--- config.mk ---
export PLATFORM = sky130hd
export DESIGN_NAME = sensor_frame_deframer_unit
export DESIGN_NICKNAME = d
export VERILOG_FILES = /design/src/hdl/sfd_pkg.sv /design/src/hdl/sfd_parser.sv /design/src/hdl/sfd_emitter.sv /design/src/hdl/sensor_frame_deframer_unit.sv
export SDC_FILE = /design/constraint.sdc
export NUM_CORES = 1
export LEC_CHECK = 0
export ABC_AREA = 1
export BUFFER_PORTS_ARGS = -buffer_cell sky130_fd_sc_hd__buf_2
export CORE_ASPECT_RATIO = 0.5
export CORE_UTILIZATION = 40
export DETAILED_ROUTE_END_ITERATION = 6
export SLEW_MARGIN = 20
export SYNTH_ARGS = -nofsm -noshare
export SYNTH_HDL_FRONTEND = slang
export SYNTH_SLANG_ARGS = --single-unit
--- constraint.sdc ---
create_clock -name clk -period 2.55 [get_ports clk]
set_input_delay 0.51 -clock clk [delete_from_list [all_inputs] [get_ports clk]]
set_output_delay 0.51 -clock clk [all_outputs]
set_load 0.05 [all_outputs]
--- src/hdl/sfd_pkg.sv ---
// sfd_pkg: types, register indexes, status codes and reset constants
// for the sensor frame deframer. No dependencies.
`timescale 1ns / 1ps

package sfd_pkg;

    localparam int WORD_COUNT_DEFAULT = 16;

    localparam int CFG_INDEX_W = 2;
    localparam logic [CFG_INDEX_W-1:0] REG_HEADER_FIRST  = 2'd0;
    localparam logic [CFG_INDEX_W-1:0] REG_HEADER_SECOND = 2'd1;

    localparam logic [7:0] HEADER_FIRST_RESET  = 8'h42;
    localparam logic [7:0] HEADER_SECOND_RESET = 8'h4D;

    localparam logic [5:0] COUNT_MAX = 6'd63;

    typedef enum logic [1:0] {
        STATUS_OK         = 2'd0,
        STATUS_BAD_HEADER = 2'd1,
        STATUS_BAD_SUM    = 2'd2,
        STATUS_SHORT      = 2'd3
    } status_t;

    typedef struct packed {
        logic [7:0] rx_byte;
        logic       frame_end;
    } item_t;

    typedef struct packed {
        logic [3:0]  word_index;
        logic [15:0] word_value;
        status_t     status;
        logic        last_word;
    } result_t;

    typedef struct packed {
        logic take;
        logic burst_active;
    } emit_state_t;

endpackage

--- src/hdl/sfd_parser.sv ---
// sfd_parser: header check, byte count, running sum, word capture and
// frame verdict. Depends on sfd_pkg.
`timescale 1ns / 1ps

module sfd_parser
    import sfd_pkg::*;
#(
    parameter int WORD_COUNT = WORD_COUNT_DEFAULT
)
(
    input  logic                   clk,
    input  logic                   rst_n,
    input  logic                   cfg_write,
    input  logic [CFG_INDEX_W-1:0] cfg_index,
    input  logic [7:0]             cfg_data,
    input  item_t                  item,
    input  logic                   take,
    input  logic [3:0]             rd_addr,
    output logic [15:0]            rd_data,
    output status_t                verdict
);

    localparam int AW = (WORD_COUNT > 1) ? $clog2(WORD_COUNT) : 1;
    localparam logic [5:0] MIN_POS   = 6'(2 * WORD_COUNT + 3);
    localparam logic [5:0] LAST_WPOS = 6'(2 * WORD_COUNT + 1);

    logic [7:0]  header_first_reg;
    logic [7:0]  header_second_reg;
    logic [5:0]  byte_count_reg, byte_count_next;
    logic [15:0] sum_reg, sum_next;
    logic [7:0]  prev_reg, prev_next;
    logic        header_good_reg, header_good_next;
    logic [15:0] store_reg [WORD_COUNT];

    logic [15:0] pair;
    logic        capture;
    logic [5:0]  wpos;

    assign pair    = {prev_reg, item.rx_byte};
    assign capture = (byte_count_reg >= 6'd3) && byte_count_reg[0]
                     && (byte_count_reg <= LAST_WPOS);
    assign wpos    = (byte_count_reg - 6'd3) >> 1;
    assign rd_data = store_reg[rd_addr[AW-1:0]];

    always_comb
    begin
        if (byte_count_reg < MIN_POS)
            verdict = STATUS_SHORT;
        else if (!header_good_reg)
            verdict = STATUS_BAD_HEADER;
        else if (sum_reg != pair)
            verdict = STATUS_BAD_SUM;
        else
            verdict = STATUS_OK;
    end

    always_comb
    begin
        byte_count_next  = byte_count_reg;
        sum_next         = sum_reg;
        prev_next        = prev_reg;
        header_good_next = header_good_reg;
        if (take)
        begin
            if (item.frame_end)
            begin
                byte_count_next  = '0;
                sum_next         = '0;
                prev_next        = '0;
                header_good_next = 1'b0;
            end
            else
            begin
                if (byte_count_reg == 6'd1)
                    header_good_next = (prev_reg == header_first_reg)
                                       && (item.rx_byte == header_second_reg);
                if (byte_count_reg != 6'd0)
                    sum_next = sum_reg + {8'd0, prev_reg};
                prev_next = item.rx_byte;
                if (byte_count_reg < COUNT_MAX)
                    byte_count_next = byte_count_reg + 6'd1;
            end
        end
    end

    always_ff @(posedge clk or negedge rst_n)
    begin
        if (!rst_n)
        begin
            header_first_reg  <= HEADER_FIRST_RESET;
            header_second_reg <= HEADER_SECOND_RESET;
            byte_count_reg    <= '0;
            sum_reg           <= '0;
            prev_reg          <= '0;
            header_good_reg   <= 1'b0;
        end
        else
        begin
            if (cfg_write && (cfg_index == REG_HEADER_FIRST))
                header_first_reg <= cfg_data;
            if (cfg_write && (cfg_index == REG_HEADER_SECOND))
                header_second_reg <= cfg_data;
            byte_count_reg  <= byte_count_next;
            sum_reg         <= sum_next;
            prev_reg        <= prev_next;
            header_good_reg <= header_good_next;
        end
    end

    // word store, no reset: every word is written before a good frame reads it
    always_ff @(posedge clk)
    begin
        if (take && capture)
            store_reg[wpos[AW-1:0]] <= pair;
    end

endmodule

--- src/hdl/sfd_emitter.sv ---
// sfd_emitter: transaction control, word burst sequencer and result
// register. Depends on sfd_pkg.
`timescale 1ns / 1ps

module sfd_emitter
    import sfd_pkg::*;
#(
    parameter int WORD_COUNT = WORD_COUNT_DEFAULT
)
(
    input  logic        clk,
    input  logic        rst_n,
    input  logic        pend_valid,
    input  logic        pend_end,
    input  status_t     verdict,
    input  logic [15:0] rd_data,
    output logic [3:0]  rd_addr,
    output emit_state_t state,
    input  logic        result_stall,
    output logic        result_valid,
    output result_t     result
);

    localparam logic [3:0] LAST_IDX = 4'(WORD_COUNT - 1);

    logic       out_valid_reg, out_valid_next;
    result_t    out_data_reg, out_data_next;
    logic       burst_active_reg, burst_active_next;
    logic [3:0] burst_idx_reg, burst_idx_next;

    logic out_free;
    logic take;
    logic load_first;
    logic load_word;

    assign out_free   = !out_valid_reg || !result_stall;
    assign take       = pend_valid && !burst_active_reg && (!pend_end || out_free);
    assign load_first = take && pend_end;
    assign load_word  = burst_active_reg && out_free;
    assign rd_addr    = burst_active_reg ? burst_idx_reg : 4'd0;

    always_comb
    begin
        out_valid_next    = out_valid_reg && result_stall;
        out_data_next     = out_data_reg;
        burst_active_next = burst_active_reg;
        burst_idx_next    = burst_idx_reg;
        if (load_word)
        begin
            out_valid_next           = 1'b1;
            out_data_next.word_index = burst_idx_reg;
            out_data_next.word_value = rd_data;
            out_data_next.status     = STATUS_OK;
            out_data_next.last_word  = (burst_idx_reg == LAST_IDX);
            if (burst_idx_reg == LAST_IDX)
                burst_active_next = 1'b0;
            else
                burst_idx_next = burst_idx_reg + 4'd1;
        end
        else if (load_first)
        begin
            out_valid_next           = 1'b1;
            out_data_next.word_index = 4'd0;
            out_data_next.status     = verdict;
            if (verdict == STATUS_OK)
            begin
                out_data_next.word_value = rd_data;
                out_data_next.last_word  = (LAST_IDX == 4'd0);
                if (LAST_IDX != 4'd0)
                begin
                    burst_active_next = 1'b1;
                    burst_idx_next    = 4'd1;
                end
            end
            else
            begin
                out_data_next.word_value = '0;
                out_data_next.last_word  = 1'b1;
            end
        end
    end

    always_ff @(posedge clk or negedge rst_n)
    begin
        if (!rst_n)
        begin
            out_valid_reg    <= 1'b0;
            burst_active_reg <= 1'b0;
            burst_idx_reg    <= '0;
        end
        else
        begin
            out_valid_reg    <= out_valid_next;
            burst_active_reg <= burst_active_next;
            burst_idx_reg    <= burst_idx_next;
        end
    end

    always_ff @(posedge clk)
    begin
        out_data_reg <= out_data_next;
    end

    assign state.take         = take;
    assign state.burst_active = burst_active_reg;
    assign result_valid       = out_valid_reg;
    assign result             = out_data_reg;

endmodule

--- src/hdl/sensor_frame_deframer_unit.sv ---
// sensor_frame_deframer_unit: top level; input register, parser and emitter.
// Depends on sfd_pkg, sfd_parser and sfd_emitter.
`timescale 1ns / 1ps

// Takes one frame byte per cycle while item_stall is low. A byte passes
// through the input register and is consumed from there; bytes that end no
// frame never wait on the result side. The final byte of a frame yields one
// result: an error status, or on a good frame the first of WORD_COUNT words,
// which then leave the result register one per cycle while result_stall is
// low. During that burst the word sequencer owns the result register and
// bytes wait in the input register. Header bytes are configurable through
// cfg_write/cfg_index/cfg_data while the block is idle, a user duty.

module sensor_frame_deframer_unit
    import sfd_pkg::*;
#(
    parameter int WORD_COUNT = WORD_COUNT_DEFAULT
)
(
    input  logic                   clk,
    input  logic                   rst_n,
    input  logic                   cfg_write,
    input  logic [CFG_INDEX_W-1:0] cfg_index,
    input  logic [7:0]             cfg_data,
    input  logic                   item_valid,
    output logic                   item_stall,
    input  item_t                  item,
    output logic                   result_valid,
    input  logic                   result_stall,
    output result_t                result
);

    logic        pend_valid_reg, pend_valid_next;
    item_t       pend_reg;
    logic        item_fire;
    emit_state_t emit_state;
    status_t     verdict;
    logic [3:0]  rd_addr;
    logic [15:0] rd_data;

    assign item_stall      = pend_valid_reg && !emit_state.take;
    assign item_fire       = item_valid && !item_stall;
    assign pend_valid_next = item_fire || (pend_valid_reg && !emit_state.take);

    always_ff @(posedge clk or negedge rst_n)
    begin
        if (!rst_n)
            pend_valid_reg <= 1'b0;
        else
            pend_valid_reg <= pend_valid_next;
    end

    always_ff @(posedge clk)
    begin
        if (item_fire)
            pend_reg <= item;
    end

    sfd_parser #(
        .WORD_COUNT (WORD_COUNT)
    ) u_parser (
        .clk       (clk),
        .rst_n     (rst_n),
        .cfg_write (cfg_write),
        .cfg_index (cfg_index),
        .cfg_data  (cfg_data),
        .item      (pend_reg),
        .take      (emit_state.take),
        .rd_addr   (rd_addr),
        .rd_data   (rd_data),
        .verdict   (verdict)
    );

    sfd_emitter #(
        .WORD_COUNT (WORD_COUNT)
    ) u_emitter (
        .clk          (clk),
        .rst_n        (rst_n),
        .pend_valid   (pend_valid_reg),
        .pend_end     (pend_reg.frame_end),
        .verdict      (verdict),
        .rd_data      (rd_data),
        .rd_addr      (rd_addr),
        .state        (emit_state),
        .result_stall (result_stall),
        .result_valid (result_valid),
        .result       (result)
    );

    // no byte is consumed while a word burst holds the result register
    assert property (@(posedge clk) disable iff (!rst_n)
        emit_state.take |-> !emit_state.burst_active)
        else $error("byte consumed during word burst");

    // error results are single and carry index zero
    assert property (@(posedge clk) disable iff (!rst_n)
        (result_valid && (result.status != STATUS_OK))
            |-> (result.last_word && (result.word_index == 4'd0)))
        else $error("malformed error result");

    // a burst continues without a gap, indexes counting up
    assert property (@(posedge clk) disable iff (!rst_n)
        (result_valid && !result_stall && !result.last_word)
            |=> (result_valid && (result.word_index == $past(result.word_index) + 4'd1)))
        else $error("word burst broken");

endmodule
# After elaboration in Yosys (flattened, before gate mapping)
# Memory sizes are Yosys's and may differ from the RTL's.
# Index checks and enable logic that the tools add are counted.
# totals
inputBits	24
mem_count	1
out_inout_bits	25
ram_bits	256
ff_bits	86
wordCells	95
# classes
magnitude_cmp	4
n_mux	27
addsub	4
reduce_logical	35
n_eq_ne	8
# mem_list
memory	words	word_bits	read_ports	rd_ports_with_merged_regs	wr	line	text
u_parser.store_reg	16	16	1	0	1	sfd_parser.sv:33	logic [15:0] store_reg [WORD_COUNT];
# ops
operator	n
16-bit 2-to-1 mux	3
23-bit 2-to-1 mux	2
4-bit 2-to-1 mux	5
16-bit by 8-bit adder with 16-bit output	1
8-bit == test	2
16-bit inequality test	1
1-bit logical AND	13
6-bit less-than comparator, second input constant	2
6-bit 2-to-1 mux	2
1-bit 2-to-1 mux	11
2-bit nonzero test	5
8-bit 2-to-1 mux	1
6-bit by 1-bit adder with 6-bit output, second input constant	1
6-bit by 1-bit == test with 1-bit output, second input constant	1
6-bit by 2-bit >= comparator with 1-bit output, second input constant	1
6-bit <= comparator, second input constant	1
1-bit zero test	6
2-bit 2-to-1 mux	3
2-bit AND reduction	3
3-bit AND reduction	2
6-bit nonzero test	1
5-bit by 2-bit subtractor with 5-bit output, second input constant	1
4-bit by 1-bit adder with 4-bit output, second input constant	1
4-bit == test, second input constant	1
4 further kinds	8

# Longest topological paths before layout
# depth
word_depth	9
ltp_mapped	12
ltp_nobuf	12

# Cells and area by module
# Synthesis repeated with hierarchy kept, for this count alone.
# hier_totals
hier_cells	1326
area_unflattened_um2	14920.6
# by_module_without_submodules
mod	cells_each	area_per_inst_um2	instances	seq_area_each_um2
sfd_parser	1184	13218.9	1	8871.0
sfd_emitter	126	1373.8	1	820.8
sensor_frame_deframer_unit	16	327.8	1	295.3

# Least setup slack after synthesis
# OpenSTA, ideal clock, no wires.
# synth_path
path_kind	reg2reg
start	reg u_emitter.out_valid_reg (netlist: u_emitter.result_valid)
end	mem u_parser.store_reg[0][0] (enable)
period_less_slack_ns	2.620
n_path_buf	0
t_arrival_ns	2.232
path_slack_ns	-0.070
stages_incl_launch_ff	8
path_cell_list	dfrtp_1 nand2_1 inv_1 nand2_1 nand3_1 a211oi_1 nand3_1 nor2_1
# synth_between
elab_chain_cells	7
# synth_lines
element	line	text
start, declared	sfd_emitter.sv:26	logic out_valid_reg, out_valid_next;
start signal, assigned	sfd_emitter.sv:93	out_valid_reg <= out_valid_next;
1-bit zero test	sfd_emitter.sv:36	assign out_free = !out_valid_reg || !result_stall;
1-bit logical OR	sfd_emitter.sv:36	
1-bit logical OR	sfd_emitter.sv:37	assign take = pend_valid && !burst_active_reg && (!pend_end || out_free);
1-bit logical AND	sfd_emitter.sv:37	
1-bit logical AND	sfd_parser.sv:113	if (take && capture)
1-bit 2-to-1 mux	sfd_parser.sv:113	
1-bit 2-to-1 mux (not written as such)	sfd_parser.sv:114	store_reg[wpos[AW-1:0]] <= pair;
end, declared	sfd_parser.sv:33	
# Every way passes these cells.

# Final worst setup path
# layout_path
start	reg u_parser.byte_count_reg[0]
end	mem u_parser.store_reg[15][15] (enable)
# layout_between
elab_chain_cells	6
elab_cells_between_ends	8
cone_classes	add/sub (1); order compare (2); mux (2); reduce/logical (3)
# layout_lines
element	line	text
start, declared	sfd_parser.sv:29	logic [5:0] byte_count_reg, byte_count_next;
start signal, assigned	sfd_parser.sv:103	byte_count_reg <= byte_count_next;
6-bit by 2-bit >= comparator with 1-bit output	sfd_parser.sv:40	assign capture = (byte_count_reg >= 6'd3) && byte_count_reg[0]
1-bit logical AND	sfd_parser.sv:40	
1-bit logical AND	sfd_parser.sv:41	&& (byte_count_reg <= LAST_WPOS);
1-bit logical AND	sfd_parser.sv:113	
1-bit 2-to-1 mux	sfd_parser.sv:113	
1-bit 2-to-1 mux (not written as such)	sfd_parser.sv:114	
# Parallel ways exist; a longest one is shown, timed or not.

==> load_flow_metrics.sql <==
INSERT INTO impl_metrics (metric_group, metric, value, unit) VALUES
('finish', 'diodes', '0', ''),
('grt', 'maximum_number_of_pins_on_one_net_before_global_route_repair', '112', ''),
('finish', 'layout.area.seq', '9990', 'sq um'),
('yosys', 'post_synthesis_compound_gate_area_fraction', '6.45', '%'),
('place', 'post_dp_cell_area', '15900', 'sq um'),
('yosys', 'yosysMostFrequentCell', 'nand2_1', ''),
('grt', 'tot_gr_track_use', '20.5', '%'),
('floorplanning', 'fp.dieH', '138', 'um'),
('sta', 'finalSetupViolCount', '0', ''),
('finish', 'flip_flop_count_of_the_largest_register_all_copies_and_words_added', '256', ''),
('yosys', 'ys_seq_area_share', '67.9', '%'),
('place', 'place.gp.congestion', '0.898', ''),
('floorplanning', 'core', '36000', 'sq um'),
('floorplanning', 'floorplan.rows', '49', ''),
('critical_path', 'critical_path_arrival', '2.58', 'ns'),
('sta', 'hold_viol', '0', ''),
('sta', 'worst_slew_pin_slew', '0.601', 'ns'),
('detailed_routing', 'post-route-drc-count', '0', ''),
('yosys', 'synth-xor-area-share', '0.952', '%'),
('yosys', 'postSynthCellCount', '1359', ''),
('critical_path', 'critPathRequiredTime', '2.83', 'ns'),
('place', 'pre_cts_setup_slack', '0.154', 'ns'),
('critical_path', 'worstRegToRegCells', '8', ''),
('critical_path', 'critical_path.most_common_cell', 'buf_4', ''),
('critical_path', 'regToRegStartpoint', 'u_parser.byte_count_reg[0]', ''),
('worst_hold_path', 'hp-start', 'item[4]', ''),
('clocking', 'postCtsSetupRepairBufs', '0', ''),
('critical_path', 'reg2reg_setup_slack', '0.25', 'ns'),
('outcome', 'outcome', 'completed', ''),
('clocking', 'clk_root_buffer_cell', 'clkbuf_16', ''),
('clocking', 'clkLatencyLatePin', '0.58', 'ns'),
('finish', 'multi_input_combinational_cell_area', '4120', 'sq um'),
('sta', 'hold_slack', '0.108', 'ns'),
('critical_path', 'r2r_end', 'u_parser.store_reg[15][15]', ''),
('power', 'peakVddDrop', '0.906', 'mV'),
('worst_hold_path', 'min-delay-path-class', 'in2reg', ''),
('sta', 'finalMaxSlewViolations', '0', ''),
('run', 'maxcap_violations', '0', ''),
('floorplanning', 'design.portCount', '49', ''),
('finish', 'design_area', '16900', 'sq um'),
('yosys', 'synthesized_area_fraction_occupied_by_adder_cells', '1.24', '%'),
('yosys', 'synth-edff-count', '286', ''),
('critical_path', 'cp.buffers_inverters', '3', ''),
('sta', 'rsz_0062_raised_after_global_routing', 'false', ''),
('critical_path', 'worst_path_top_cell_family_by_delay', 'buffers and inverters', ''),
('sta', 'relSlewSlack', '59.9', '%'),
('grt', 'grt_overflow', '0', ''),
('detailed_routing', 'drt_first_iter_violations', '1098', ''),
('detailed_routing', 'average_wire_per_standard_cell', '19.8', 'um'),
('floorplanning', 'die_width', '273', 'um'),
('sta', 'post-route-worst-setup-slack', '0.253', 'ns'),
('sta', 'finalClockSkew', '0.0120', 'ns'),
('yosys', 'post-synth-top-area-fraction', '58.4', '%'),
('detailed_routing', 'post_drt_via_cell_ratio', '5.37', ''),
('clocking', 'h-tree-depth', '1', ''),
('yosys', 'synthesis.area', '14700', 'sq um'),
('yosys', 'ys_top_cells_by_count', '394 x nand2_1, 286 x edfxtp_1, 188 x nand3_1', ''),
('detailed_routing', 'wl', '38700', 'um'),
('yosys', 'async_set_or_reset_register_ratio_after_synthesis', '15.8', '%'),
('grt', 'grt_antenna_before_repair', '0', ''),
('yosys', 'synth_largest_area_cell', 'edfxtp_1', ''),
('clocking', 'cts-root-to-sink-buffers', '3', ''),
('clocking', 'cts_made_buffers', '31', ''),
('floorplanning', 'starting_density_of_the_core', '40.8', '%'),
('clocking', 'path_clk_slew', '0.07', 'ns'),
('critical_path', 'slowest_stage', 'dfrtp_1', ''),
('worst_hold_path', 'hold_end', 'pend_reg[4]', ''),
('yosys', 'postSynthRegisterBits', '342', ''),
('clocking', 'cts_tree', 'done', ''),
('critical_path', 'worstSetupPathType', 'reg2reg', ''),
('sta', 'fmax', '0.435', 'GHz');
-- cell families (layout without fill, tap and decap cells) --
| family | after synthesis | count (layout) |
|---|---|---|
| compound gates | 171 | 171 |
| flops | 342 | 342 |
| xor+xnor | 16 | 16 |
| simple gates | 673 | 673 |
| buf+inv | 143 | 249 |
| fa+ha+maj | 14 | 14 |
-- report_power, final --
| part | internal, uW | switching (uW) | total, uW | leakage [uW] |
|---|---|---|---|---|
| Combinational | 2340 | 5890 | 8230 | 0.00286 |
| Clock | 2540 | 2100 | 4640 | 0.000468 |
| Sequential | 7030 | 513 | 7540 | 0.00327 |
| Total | 11900 | 8500 | 20400 | 0.00660 |
-- worst max path at each step --
stage / start / endpoint / slack (ns) / cells past startpoint
2_1_floorplan: u_emitter.result_valid / u_parser.store_reg[0][0] / -0.07 / 7
3_3_place_gp: result_stall / u_parser.store_reg[15][4] / 0.11 / 10
3_5_place_dp: result_stall / u_parser.store_reg[15][15] / 0.15 / 10
4_1_cts: u_emitter.burst_active_reg / item_stall / 0.26 / 5
5_1_grt: u_parser.byte_count_reg[0] / u_parser.store_reg[15][15] / 0.10 / 8
6_report: u_parser.byte_count_reg[0] / u_parser.store_reg[15][15] / 0.25 / 8
-- per-layer routing --
metal / global-route usage (%) / up-vias / share of wire, %
met5: 0 / - / 0
met4: 4.53 / 0 / 1.9
met3: 3.00 / 49 / 6.3
met2: 32.9 / 365 / 47
met1: 29.6 / 5137 / 45
li1: - / 4910 / -
-- per-stage QoR --
| step | instances | utilization (%) | power (uW) | setup TNS, ns |
|---|---|---|---|---|
| floorplan | 1359 | - | 13000 | -18.00 |
| global placement | 1891 | 44.0 | 15700 | 0 |
| detailed placement | 1891 | 44.0 | 15800 | 0 |
| CTS | 1949 | 46.8 | 20400 | 0 |
| global route | 1949 | 46.8 | 21500 | 0 |
| finish | 1949 | 46.8 | 20400 | 0 |
-- timing repair --
| item | in CTS | in global routing |
|---|---|---|
| hold endpoints to repair | 48 | 0 |
| endpoints found under the setup margin | 0 | 0 |
| hold buffers | 1 | 0 |
-- cell type report --
| class | instances | share of cell area [%] |
|---|---|---|
| flip-flops and latches | 342 | 59.2 |
| multi-input cells | 874 | 24.4 |
| repair buffers | 114 | 5.12 |
| clock buffers | 34 | 4.66 |
| well taps | 484 | 3.59 |
| inverters | 78 | 1.74 |
| clock inverters | 23 | 1.24 |
-- worst reg2reg max path: cells and delay by family, from the launching register on --
family / cells / cell delay [ns]
adders and majority gates: 1 / 0.17
AOI/OAI and AO/OA: 2 / 0.31
buffers and inverters: 3 / 0.56
DFF: 1 / 0.45
and+or+nand+nor: 2 / 0.51
-- layout by cell type (no fill, tap or decap), drive strengths merged --
cell           n
dlygate4sd3    1
o22ai          9
dfxtp          2
bufinv         3
nor3           7
clkinvlp       6
o31ai          1
nand4         11
a21o           1
o21ai         74
a21oi         31
dfrtp         48
clkinv        12
a31oi         52
nand3        189
inv           80
a21boi         1
nor2          64
or2            1
nand2        398
buf          113
dfstp          6
nand3b         2
xor2          10
edfxtp       286
clkbuf        34
xnor2          6
ha            13
nor4           1
fa             1
a211oi         2
No activity file was read; power rests on OpenSTA's default activity.
